File: src/rtl/fpa_pkg.sv
// Shared types and constants of the fixed-point ALU.
package fpa_pkg;

  typedef enum logic [3:0] {
    ACT_ADD      = 4'd0,
    ACT_SUB      = 4'd1,
    ACT_MUL      = 4'd2,
    ACT_DIV      = 4'd3,
    ACT_COMPARE  = 4'd4,
    ACT_MIN      = 4'd5,
    ACT_MAX      = 4'd6,
    ACT_INC      = 4'd7,
    ACT_DEC      = 4'd8,
    ACT_TO_INT   = 4'd9,
    ACT_FROM_INT = 4'd10
  } action_t;

  // How the back end finishes a request.
  typedef enum logic [1:0] {
    KIND_SIMPLE = 2'd0,
    KIND_MUL    = 2'd1,
    KIND_DIV    = 2'd2
  } kind_t;

  localparam logic [31:0] DIVZ_SENTINEL = -32'sd8388610;

  typedef struct packed {
    logic gt;
    logic lt;
    logic eq;
    logic dz;
  } flags_t;

  // One classified request as it waits in the queue.
  typedef struct packed {
    kind_t       kind;
    logic [31:0] res;
    flags_t      flg;
    logic [31:0] a;
    logic [31:0] b;
  } entry_t;

endpackage

File: src/rtl/fpa_queue.sv
// Four-entry request queue between front and back ends.
module fpa_queue (
  input  logic            clk,
  input  logic            rst_n,
  input  logic            push,
  input  fpa_pkg::entry_t push_entry,
  output logic            full,
  input  logic            pop,
  output logic            head_valid,
  output fpa_pkg::entry_t head_entry
);
  import fpa_pkg::*;

  entry_t     mem_r [4];
  logic [1:0] wr_ptr_r, rd_ptr_r;
  logic [2:0] cnt_r;
  logic       do_push, do_pop;

  assign full       = cnt_r == 3'd4;
  assign head_valid = cnt_r != 3'd0;
  assign head_entry = mem_r[rd_ptr_r];
  assign do_push    = push && !full;
  assign do_pop     = pop && head_valid;

  always_ff @(posedge clk) begin
    if (!rst_n) begin
      wr_ptr_r <= '0;
      rd_ptr_r <= '0;
      cnt_r    <= '0;
    end else begin
      if (do_push) wr_ptr_r <= wr_ptr_r + 2'd1;
      if (do_pop)  rd_ptr_r <= rd_ptr_r + 2'd1;
      cnt_r <= cnt_r + {2'b0, do_push} - {2'b0, do_pop};
    end
  end

  always_ff @(posedge clk) begin
    if (do_push) mem_r[wr_ptr_r] <= push_entry;
  end
endmodule

File: config.mk
export PLATFORM = sky130hd
export DESIGN_NAME = fpa_queue
export DESIGN_NICKNAME = d
export VERILOG_FILES = /design/src/rtl/fpa_pkg.sv /design/src/rtl/fpa_queue.sv
export SDC_FILE = /design/constraint.sdc
export NUM_CORES = 1
export LEC_CHECK = 0
export BUFFER_PORTS_ARGS = -buffer_cell sky130_fd_sc_hd__buf_2
export CORE_ASPECT_RATIO = 1.25
export CORE_MARGIN = 3
export CORE_UTILIZATION = 50
export DETAILED_ROUTE_END_ITERATION = 10
export PLACE_DENSITY = 0.8
export SETUP_SLACK_MARGIN = 0.3
export SLEW_MARGIN = 5
export SYNTH_ARGS = -nofsm -noshare
export SYNTH_HDL_FRONTEND = slang
export SYNTH_SLANG_ARGS = --single-unit
File: constraint.sdc
create_clock -name clk -period 7.05 [get_ports clk]
set_clock_uncertainty 0.2 [all_clocks]
set_input_delay 0.3525 -clock clk [delete_from_list [all_inputs] [get_ports clk]]
set_output_delay 0.3525 -clock clk [all_outputs]
set_load 0.005 [all_outputs]
-- After elaboration in Yosys (flattened, before gate mapping)
Memories as Yosys holds them, arrays and structs flattened. A register that Yosys moved wholly into a read port is not among the register bits.
Index checks and enable logic that the tools add are counted.
- add/sub/neg operators: 4
- multiplexer cells: 4
- equal/unequal tests: 1
- reductions and logical operators: 4
- operators with widths (cell ; count):
    adder 2 x 1 -> 2 bit, second input constant ; 2
    two-way mux 2 bit ; 2
    adder 3 x 1 -> 3 bit ; 1
    equality test 3 bit, second input constant ; 1
    nonzero test 3 bit ; 1
    subtractor 3 x 1 -> 3 bit ; 1
    logical AND 1 bit ; 2
    two-way mux 1 bit ; 2
    logical NOT 1 bit ; 1
- register bits: 7
- bits of input ports: 106
- logic and storage cells: 17
- memories: 1
- memory bits (writable): 408
- output and inout port bits: 104
- memories (name ; words ; bits a word ; read ports ; clocked after Yosys merged registers in ; wr ports ; RTL line ; text):
    mem_r ; 4 ; 102 ; 1 ; 1 ; 1 ; fpa_queue.sv:14 ; entry_t mem_r [4];

-- Depth between registers and ports, before layout
Gate-level depths: netlist of the first run.
- depth in word-level cells: 5
- mapped depth: 12
- mapped depth without buffers: 11

-- Least setup slack after synthesis of the first run
Ideal clock, no wire load.
- kind: register to register
- start: reg cnt_r[1]
- end: mem mem_r[0][0] (netlist bit) (enable)
- data arrival time: 3.247 ns
- buffers on the path: 1
- setup slack: 3.130 ns
- stages on the path, launching flop included: 5
- cells stage by stage: dfxtp_1 > nor3b_1 > nor2b_1 > clkbuf_1 > and2_1
- cells in the longest elaborated chain, start to end: 5
- RTL lines (item ; RTL line ; text):
    start: declaration ; fpa_queue.sv:16 ; logic [2:0] cnt_r;
    start signal: assignment ; fpa_queue.sv:33 ; cnt_r <= cnt_r + {2'b0, do_push} - {2'b0, do_pop};
    equality test 3 bit ; fpa_queue.sv:19 ; assign full = cnt_r == 3'd4;
    net full ; fpa_queue.sv:7 ; output logic full,
    logical NOT 1 bit ; fpa_queue.sv:22 ; assign do_push = push && !full;
    logical AND 1 bit ; fpa_queue.sv:22 ;
    two-way mux 1 bit ; fpa_queue.sv:38 ; if (do_push) mem_r[wr_ptr_r] <= push_entry;
    two-way mux 1 bit (implied by the code) ; fpa_queue.sv:38 ;
    end: declaration ; fpa_queue.sv:14 ;
The timed path passes the listed nets, and every way through them passes these cells.

==> results of run 1 <==
==> Yosys cell counts (all sizes together) <==
cell type / n
nor3b: 1
o31a: 1
or3: 1
nor2b: 4
mux4: 102
edfxtp: 408
fa: 1
clkbuf: 5
xnor2: 4
o311ai: 1
inv: 5
mux2i: 2
ha: 6
buf: 19
nand2: 4
and2: 7
dfxtp: 9
==> layer usage <==
metal / vias to the layer above / routed length [µm]
met2: 254 / 16000
li1: 3177 / -
met4: 0 / 1050
met5: - / 0
met3: 70 / 1760
met1: 3751 / 11300
==> power by group through the flow <==
| stage | registers, µW | clock network, µW | logic [µW] |
|---|---|---|---|
| finish | 3150 | 2220 | 1240 |
| global route | 3180 | 2360 | 1340 |
| CTS | 3160 | 2260 | 1260 |
| detailed placement | 3210 | 0 | 1210 |
| global placement | 3190 | 0 | 1200 |
| floorplan | 3120 | 0 | 824 |
==> worst max-delay path, delay by kind of cell, from the launching register on <==
| kind | cells | cell delay (ns) |
|---|---|---|
| buffers and inverters | 2 | 0.80 |
| flip-flops | 1 | 0.91 |
| multiplexers | 1 | 0.62 |
==> kinds of logic (layout without fill, tap and decap cells) <==
logic type / count (synthesis) / after routing
and+or+nand+nor: 17 / 17
AOI/OAI and AO/OA: 2 / 2
DFF: 417 / 417
adders and majority gates: 7 / 7
buffers and inverters: 29 / 397
other: 0 / 1
muxes: 104 / 104
xor gates and xnor gates: 4 / 4
==> worst max path at each step <==
stage,from,endpoint,cells after the start
after floorplan,cnt_r[1],mem_r[0][0],4
after global placement,cnt_r[1],mem_r[3][29],4
after CTS,flip-flop,head_entry[26],3
after detailed placement,cnt_r[1],mem_r[0][41],4
after global routing,flip-flop,head_entry[21],3
final,flip-flop,head_entry[21],3
==> metrics by stage <==
stage	instance area, µm²	power (µW)
after floorplan	15200	3940
after global placement	16600	4380
after detailed placement	16600	4410
after CTS	19000	6670
after global routing	19000	6880
final	19000	6610
==> registers in the layout, indices dropped and copies added, names as in the netlist, named ones only <==
signal,cells
rd_ptr_r,2
cnt_r,3
mem_r,408
wr_ptr_r,2
==> layout make-up <==
cell class | count | area share, %
clock inverter | 22 | 1.57
multi-input combinational | 134 | 13.5
sequential | 417 | 65.3
clock buffer | 51 | 5.70
timing repair buffer | 319 | 11.2
inverter | 5 | 0.0986
antenna | 1 | 0.0131
tap | 396 | 2.60
==> timing repair <==
action | CTS | global route
hold buffers | 103 | 0
buffers inserted | 0 | 0
endpoints found under the hold margin | 417 | 0
==> qor.yml, run 1 <==
run_status:
  status: "completed"
timing:
  worst_pin_slew_ns: 1.07
  rsz0062_at_grt: "false"
  relSlewSlack_pct: 28.5
  period_share_pct: 49.3
  setup_slack_ns: 3.58
  clock.fmax_mhz: 288
  setup_viol: 0
  maxSlewViolCount: 0
  final-hold-violation-count: 0
  hold_ws_ns: 0.0909
  period_needed_ns: 3.47
  setup-tns-final_ns: 0
grt:
  grt_pass1_vias: 8088
  gr-usage-met1_pct: 23.6
  busiest_layer: "met2"
  grt_use_total_pct: 19.1
  grt_max_degree: 71
  gr-usage-met2_pct: 33.0
  grt_pass1_wl_um: 47100
  grt_overflow: 0
  gr-usage-met3_pct: 4.33
  antenna_found_initial: 1
power:
  p_clk_share_pct: 33.6
  ir_worst_vdd_v: 0.000297
  power.leakage_uw: 0.00644
  power_density_nw_per_um2: 347
  seq_power_share_pct: 47.7
  combPwrFrac_pct: 18.7
  switching_share_pct: 24.0
  p_switching_uw: 1580
  intPower_uw: 5020
cts:
  ctsResizeCount: 0
  clk_latency_ns: 0.53
  clk_pin_slew_ns: 0.06
  cts_tree: "yes"
  htreeDepth: 2
  numCtsBuffers: 40
  cts_buffer_depth: 3
  cts_sinks: 417
  clock-root-buffer: "clkbuf_16"
logic_synthesis:
  ys_ff_latch: 417
  yosysTopAreaCell: "edfxtp_1"
  synth-compound-area-share_pct: 0.115
  syn_area_um2: 15200
  muxShareOfSynthArea_pct: 15.3
  syn_avg_cell_area_um2: 26.2
  synth_top_area_share_pct: 80.7
  synth-xor-area-share_pct: 0.231
  syn-num-nets: 693
  synth_cells: 580
  yosysSeqAreaShare_pct: 81.9
  synth_fa_ha_area_share_pct: 0.626
  synth-simple-area-share_pct: 0.643
  synth_top_family_by_area: "multiplexers"
  synth_area_leaders: "edfxtp_1 81%, mux4_2 15%, dfxtp_1 1.2%"
  yosysUniqueCellTypes: 18
  ys_warn_count: 0
setup_path:
  critPathCaptureType: "output pin"
  cpPeakStageDelay_ns: 0.91
  required_ns: 6.50
  crit_path_max_fanout: 42
  crit_path_start_kind: "flip-flop"
  ff2ff_path_depth: 4
  critPathSlowestCell: "dfxtp_4"
  crit-reg2reg-launch: "cnt_r[1]"
  critPathKind: "flip-flop to output pin"
  regToRegEndpoint: "mem_r[0][29]"
  worst-endpoint-arrival_ns: 2.92
  r2r_slack_ns: 3.90
  path_cells: "buf_4 -> mux4_2 -> buf_2"
floorplan:
  rows: 70
  io_pins: 210
  die_height_um: 201
  coreArea_um2: 29600
  die_w_um: 162
  dieArea_um2: 32500
  start_util_pct: 51.3
route:
  vias: 7252
  first_iter_violations: 439
  route.detailed.drc: 0
  viasPerCell: 5.39
  routedWlPerCell_um: 22.4
  drtAntennaViolNets: 0
  wl_um: 30100
  drtPass1Iterations: 4
cells_and_area:
  stdcell_count: 1345
  final_nets: 1030
  layout-drive-gt1-share_pct: 40.1
  fill_cells: 1955
  seq_area_um2: 12400
  area_growth_pct: 25.4
  multiInputGateArea_um2: 2570
  utilization_pct: 64.3
  layout_commonest_cell: "edfxtp_1"
  mostFrequentLayoutCells: "408 x edfxtp_1, 209 x buf_2, 103 x dlygate4sd3_1"
place:
  io_buffers: 209
  dpl_worst_slack_ns: 3.83
  dp_cells: 1168
  gp_congestion: 0.703
  dp_hpwl_um: 16300
hold_path:
  hp-start: "pop"
  hold_depth: 4
  holdCritPathClass: "primary input to flip-flop"
flow_run:
  max_cap_viol_count: 0
Note: power is estimated with default switching activity, not from simulation.
==> run 2, diff against run 1 <==
==> constraint.sdc (replaced) <==
create_clock -name clk -period 3.3 [get_ports clk]
set_clock_uncertainty 0.2 [all_clocks]
set_input_delay 0.165 -clock clk [delete_from_list [all_inputs] [get_ports clk]]
set_output_delay 0.165 -clock clk [all_outputs]
set_load 0.005 [all_outputs]
==> run 2 against run 1 <==
  * Global-route usage decreased by 0.35 points
  * Via count about the same
  * Sequential power increased by 110%
  * Non-clock buffer count increased by 12
  * Final area increased by 0.64%
  * Flip-flop and latch count unchanged
  * Core utilization increased by 0.41 points
  * Die area unchanged
==> qor.yml, run 2 (synthesis results as in run 1) <==
run_status:
  status: "completed"
cts:
  cts_sinks: 417  # unchanged
  cts_tree: "yes"
  clk_pin_slew_ns: 0.06  # about the same
  htreeDepth: 2  # unchanged
  cts_buffer_depth: 3  # unchanged
  clk_latency_ns: 0.51  # -0.02 ns
  clock-root-buffer: "clkbuf_16"
  ctsResizeCount: 0  # unchanged
  post_cts_buffers: 0  # unchanged
  numCtsBuffers: 40  # unchanged
hold_path:
  holdCritPathClass: "primary input to flip-flop"
timing:
  period_needed_ns: 2.70
  clock.fmax_mhz: 370
  rsz0062_at_grt: "false"
  relSlewSlack_pct: 58.5  # +30 points
  setup_viol: 0  # unchanged
  maxSlewViolCount: 0  # unchanged
  setup-tns-final_ns: 0  # unchanged
  setup_slack_ns: 0.597  # -2.98 ns
  period_share_pct: 81.9
  final-hold-violation-count: 0  # unchanged
  worst_pin_slew_ns: 0.622  # -0.450 ns
grt:
  grt_use_total_pct: 18.7  # -0.35 points
  antenna_found_initial: 0  # -1
  grt_pass1_vias: 8054  # -0.42%
  grt_overflow: 0  # unchanged
  grt_pass1_wl_um: 46500  # -1.4%
  grt_max_degree: 61  # -14%
cells_and_area:
  design_area_um2: 19200  # +0.64%
  layout_commonest_cell: "edfxtp_1"
  largest_reg_flops: 408  # unchanged
  area_growth_pct: 26.2
  seq_area_um2: 12400  # unchanged
  fill_cells: 1953  # -0.10%
  regMostFlops: "mem_r"
  final_nets: 1042  # +1.2%
  mostFrequentLayoutCells: "408 x edfxtp_1, 209 x buf_2, 106 x dlygate4sd3_1"
  reg.largest.list: "mem_r: 408 flops, cnt_r: 3 flops"
  insertedDiodeCount: 0  # -1
  utilization_pct: 64.7  # +0.41 points
  layout-drive-gt1-share_pct: 40.6  # +0.52 points
  multiInputGateArea_um2: 2570  # unchanged
setup_path:
  worst-endpoint-arrival_ns: 2.34  # -0.58 ns
  critPathKind: "flip-flop to output pin"
  r2r_slack_ns: 0.70  # -3.20 ns
  critPathCaptureType: "output pin"
  crit_path_start_kind: "flip-flop"
  required_ns: 2.93  # -3.57 ns
  crit_path_max_fanout: 43  # +2.4%
place:
  gp_congestion: 0.742  # +5.6%
  dpl_worst_slack_ns: 0.710  # -3.12 ns
  io_buffers: 209  # unchanged
  placed_cell_area_um2: 16800  # +1.2%
  dp_hpwl_um: 16500  # +1.3%
route:
  drtAntennaViolNets: 0  # unchanged
  first_iter_violations: 441  # +0.46%
  route.detailed.drc: 0  # unchanged
  viasPerCell: 5.35  # -0.71%
  drtPass1Iterations: 4  # unchanged
  wl_um: 29900  # -0.46%
  vias: 7249  # -0.041%
  routedWlPerCell_um: 22.1  # -1.1%
floorplan:
  coreArea_um2: 29600  # unchanged
  io_pins: 210  # unchanged
  die_height_um: 201  # unchanged
  rows: 70  # unchanged
  start_util_pct: 51.3  # unchanged
  dieArea_um2: 32500  # unchanged
  die_w_um: 162  # unchanged
power:
  power_density_nw_per_um2: 727  # +110%
  finalPower_uw: 13900  # +110%
  ir_worst_vdd_v: 0.000606  # +100%
  power.leakage_uw: 0.00650  # +0.96%
flow_run:
  max_cap_viol_count: 0  # unchanged
## run 2: cell types whose count changed in the layout (fill, tap and decap cells not counted), sizes merged, moves of 2 or more
cell,delta
clkinv,-3
buf,+9
clkinvlp,-2
bufinv,-3
clkbuf,+5
dlygate4sd3,+3
## run 2: power by group
part	total, µW	leakage, µW	internal, µW	switching (µW)
Sequential	6640	0.00381	6420	224
Combinational	2850	0.00206	1510	1350
Clock	4440	0.000633	2650	1790
## run 2: metrics by stage
step,std cells,hold slack [ns]
after global placement,1177,0.176
after floorplan,580,0.0639
after CTS,1354,0.165
after global routing,1354,0.181
after detailed placement,1177,0.181
final,1354,0.198
## run 2: final cells by class
type	count	area share, %
Clock buffer	56	5.75
Clock inverter	15	0.953
Inverter	5	0.0979
Multi-Input combinational cell	134	13.4
Sequential cell	417	64.9
Tap cell	396	2.59
Timing Repair Buffer	331	12.3
## run 2: repair_timing
item,4_1_cts,5_1_grt
hold endpoints to repair,417,0
hold buffers,106,0
endpoints found under the setup margin,0,0
## run 2: per-layer routing
metal  global-route usage [%]  wire, µm  vias to the layer above
li1                         -         -                     3187
met1                     23.1     11100                     3720
met2                     32.3     15900                      279
met3                     4.73      2070                       63
met4                     6.71       912                        0
met5                        0         0                        -
## run 2: worst paths after layout
check / start / to / depth (start not counted)
worst min register to register: wr_ptr_r[1] / wr_ptr_r[1] / 2
worst max register to register: cnt_r[2] / cnt_r[2] / 12
worst max-delay path: flip-flop / head_entry[71] / 3
worst min-delay path: push_entry[99] / mem_r[3][99] / 2
## run 2: worst max-delay path, stage by stage (launching register included)
cell,delay (ns)
dfxtp_4,0.65
buf_12,0.36
mux4_2,0.59
buf_2,0.15
==> run 3, diff against run 2 <==
--- a/config.mk
+++ b/config.mk
@@ -10,7 +10,7 @@
 export CORE_MARGIN = 3
 export CORE_UTILIZATION = 50
 export DETAILED_ROUTE_END_ITERATION = 10
-export PLACE_DENSITY = 0.8
+export PLACE_DENSITY = 0.83
 export SETUP_SLACK_MARGIN = 0.3
 export SLEW_MARGIN = 5
 export SYNTH_ARGS = -nofsm -noshare
==> constraint.sdc (replaced) <==
create_clock -name clk -period 2.35 [get_ports clk]
set_clock_uncertainty 0.2 [all_clocks]
set_input_delay 0.1175 -clock clk [delete_from_list [all_inputs] [get_ports clk]]
set_output_delay 0.1175 -clock clk [all_outputs]
set_load 0.005 [all_outputs]
==> run 3 against run 2 <==
  * Register-to-register slack got worse by 0.57 ns
  * Flip-flop and latch count did not move
  * Largest cell class unchanged
  * Count of clock-buffer cells in the layout fell by 5
  * Non-clock buffer count rose by 45
  * Clock power rose by 33%
  * Critical endpoint is now head_entry[70]
  * Combinational power rose by 84%
  * Critical path type unchanged
  * Critical path depth rose by 1
==> qor.yml, run 3 (synthesis results as in run 1) <==
cells_and_area:
  stdcell_count: 1397  # +3.2%
  reg.largest.list: "mem_r: 408 flops, cnt_r: 3 flops"
  final_nets: 1087  # +4.3%
  utilization_pct: 67.5  # +2.7 points
  regMostFlops: "mem_r"
  layout_commonest_cell: "edfxtp_1"
  largest_reg_flops: 408  # unchanged
  mostFrequentLayoutCells: "408 x edfxtp_1, 201 x buf_2, 106 x dlygate4sd3_1"
  layout-drive-gt1-share_pct: 44.7  # +4.1 points
  area_growth_pct: 31.5
floorplan:
  rows: 70  # unchanged
  start_util_pct: 51.3  # unchanged
  die_height_um: 201  # unchanged
  dieArea_um2: 32500  # unchanged
  coreArea_um2: 29600  # unchanged
  die_w_um: 162  # unchanged
  io_pins: 210  # unchanged
power:
  power.leakage_uw: 0.00686  # +5.5%
  ir_worst_vdd_v: 0.000743  # +23%
  finalPower_uw: 20400  # +46%
  power_density_nw_per_um2: 1020  # +40%
setup_path:
  crit_path_max_fanout: 11  # -74%
  worst-endpoint-arrival_ns: 1.97  # -0.37 ns
  required_ns: 2.03  # -0.90 ns
  crit_path_start_kind: "flip-flop"
  critPathKind: "flip-flop to output pin"
  critPathCaptureType: "output pin"
route:
  wl_um: 33000  # +10%
  drtAntennaViolNets: 0  # unchanged
  routedWlPerCell_um: 23.6  # +6.7%
  route.detailed.drc: 0  # unchanged
  drtPass1Iterations: 6  # +2
  viasPerCell: 5.42  # +1.1%
  first_iter_violations: 507  # +15%
  vias: 7565  # +4.4%
grt:
  grt_overflow: 0  # unchanged
  grt_pass1_wl_um: 48900  # +5.3%
  grt_pass1_vias: 8234  # +2.2%
  grt_max_degree: 68  # +11%
  grt_use_total_pct: 19.9  # +1.2 points
  antenna_found_initial: 2  # +2
hold_path:
  holdCritPathClass: "primary input to flip-flop"
cts:
  cts_buffer_depth: 3  # unchanged
  numCtsBuffers: 40  # unchanged
  htreeDepth: 2  # unchanged
  clk_latency_ns: 0.52  # about the same
  clock-root-buffer: "clkbuf_16"
  clk_pin_slew_ns: 0.06  # about the same
  cts_sinks: 417  # unchanged
  cts_tree: "yes"
timing:
  setup_viol: 0  # unchanged
  relSlewSlack_pct: 72.8  # +14 points
  period_share_pct: 97.4
  worst_pin_slew_ns: 0.402  # -0.219 ns
  maxSlewViolCount: 0  # unchanged
  setup-tns-final_ns: 0  # unchanged
  clock.fmax_mhz: 437
  rsz0062_at_grt: "true"
  final-hold-violation-count: 0  # unchanged
  period_needed_ns: 2.29
place:
  io_buffers: 209  # unchanged
  dp_hpwl_um: 17500  # +6.6%
  dp_cells: 1185  # +0.68%
  gp_congestion: 0.724  # -2.5%
run_status:
  status: "completed"
flow_run:
  max_cap_viol_count: 0  # unchanged
-- run 3: per-layer routing --
| metal | vias up | global-route usage (%) | part of all wire, % |
|---|---|---|---|
| met1 | 3923 | 24.7 | 37 |
| met4 | 2 | 5.36 | 2.1 |
| li1 | 3288 | - | - |
| met5 | - | 0 | 0.039 |
| met2 | 304 | 35.2 | 54 |
| met3 | 48 | 4.75 | 6.8 |
-- run 3: final timing paths --
kind                       start        endpoint  slack, ns  cells past startpoint
hold reg to reg      wr_ptr_r[1]     wr_ptr_r[1]       0.31                      2
setup / recovery       flip-flop  head_entry[70]       0.06                      4
setup reg to reg        cnt_r[1]        cnt_r[2]       0.13                     11
hold / removal    push_entry[13]    mem_r[1][13]       0.15                      2
-- run 3: per-stage QoR --
step / hold WS [ns] / cell area (µm²) / worst slack [ns]
after floorplan: 0.0164 / 15200 / 0.0862
after global placement: 0.128 / 17000 / 0.134
after detailed placement: 0.132 / 17000 / 0.0980
after CTS: 0.114 / 19700 / 0.0476
after global routing: 0.149 / 20000 / 0.0260
final: 0.145 / 20000 / 0.0608
-- run 3: area by class of cell --
class / count / area (µm²)
antenna: 1 / 2.50
timing repair buffer: 376 / 3180
multi-input combinational: 134 / 2620
inverter: 5 / 21.3
sequential: 417 / 12500
clock inverter: 17 / 109
clock buffer: 51 / 1080
fill: 1795 / 9640
tap: 396 / 495
-- run 3: power breakdown --
part	internal (µW)	switching (µW)	total, µW
registers	9020	232	9250
logic	2940	2300	5240
clock network	3360	2540	5900
total	15300	5070	20400
-- run 3: critical path, cell delays in order (launching register included) --
cell     delay, ns
dfxtp_4       0.38
buf_12        0.16
buf_16        0.18
mux4_2        0.56
buf_2         0.16
-- run 3: repair_timing --
action	in CTS	in global routing
pin swaps	8	4
setup endpoints to repair	215	202
gates resized for setup	27	11
buffers inserted	17	7
hold buffers	106	0
gates cloned	4	9
endpoints found under the hold margin	417	0
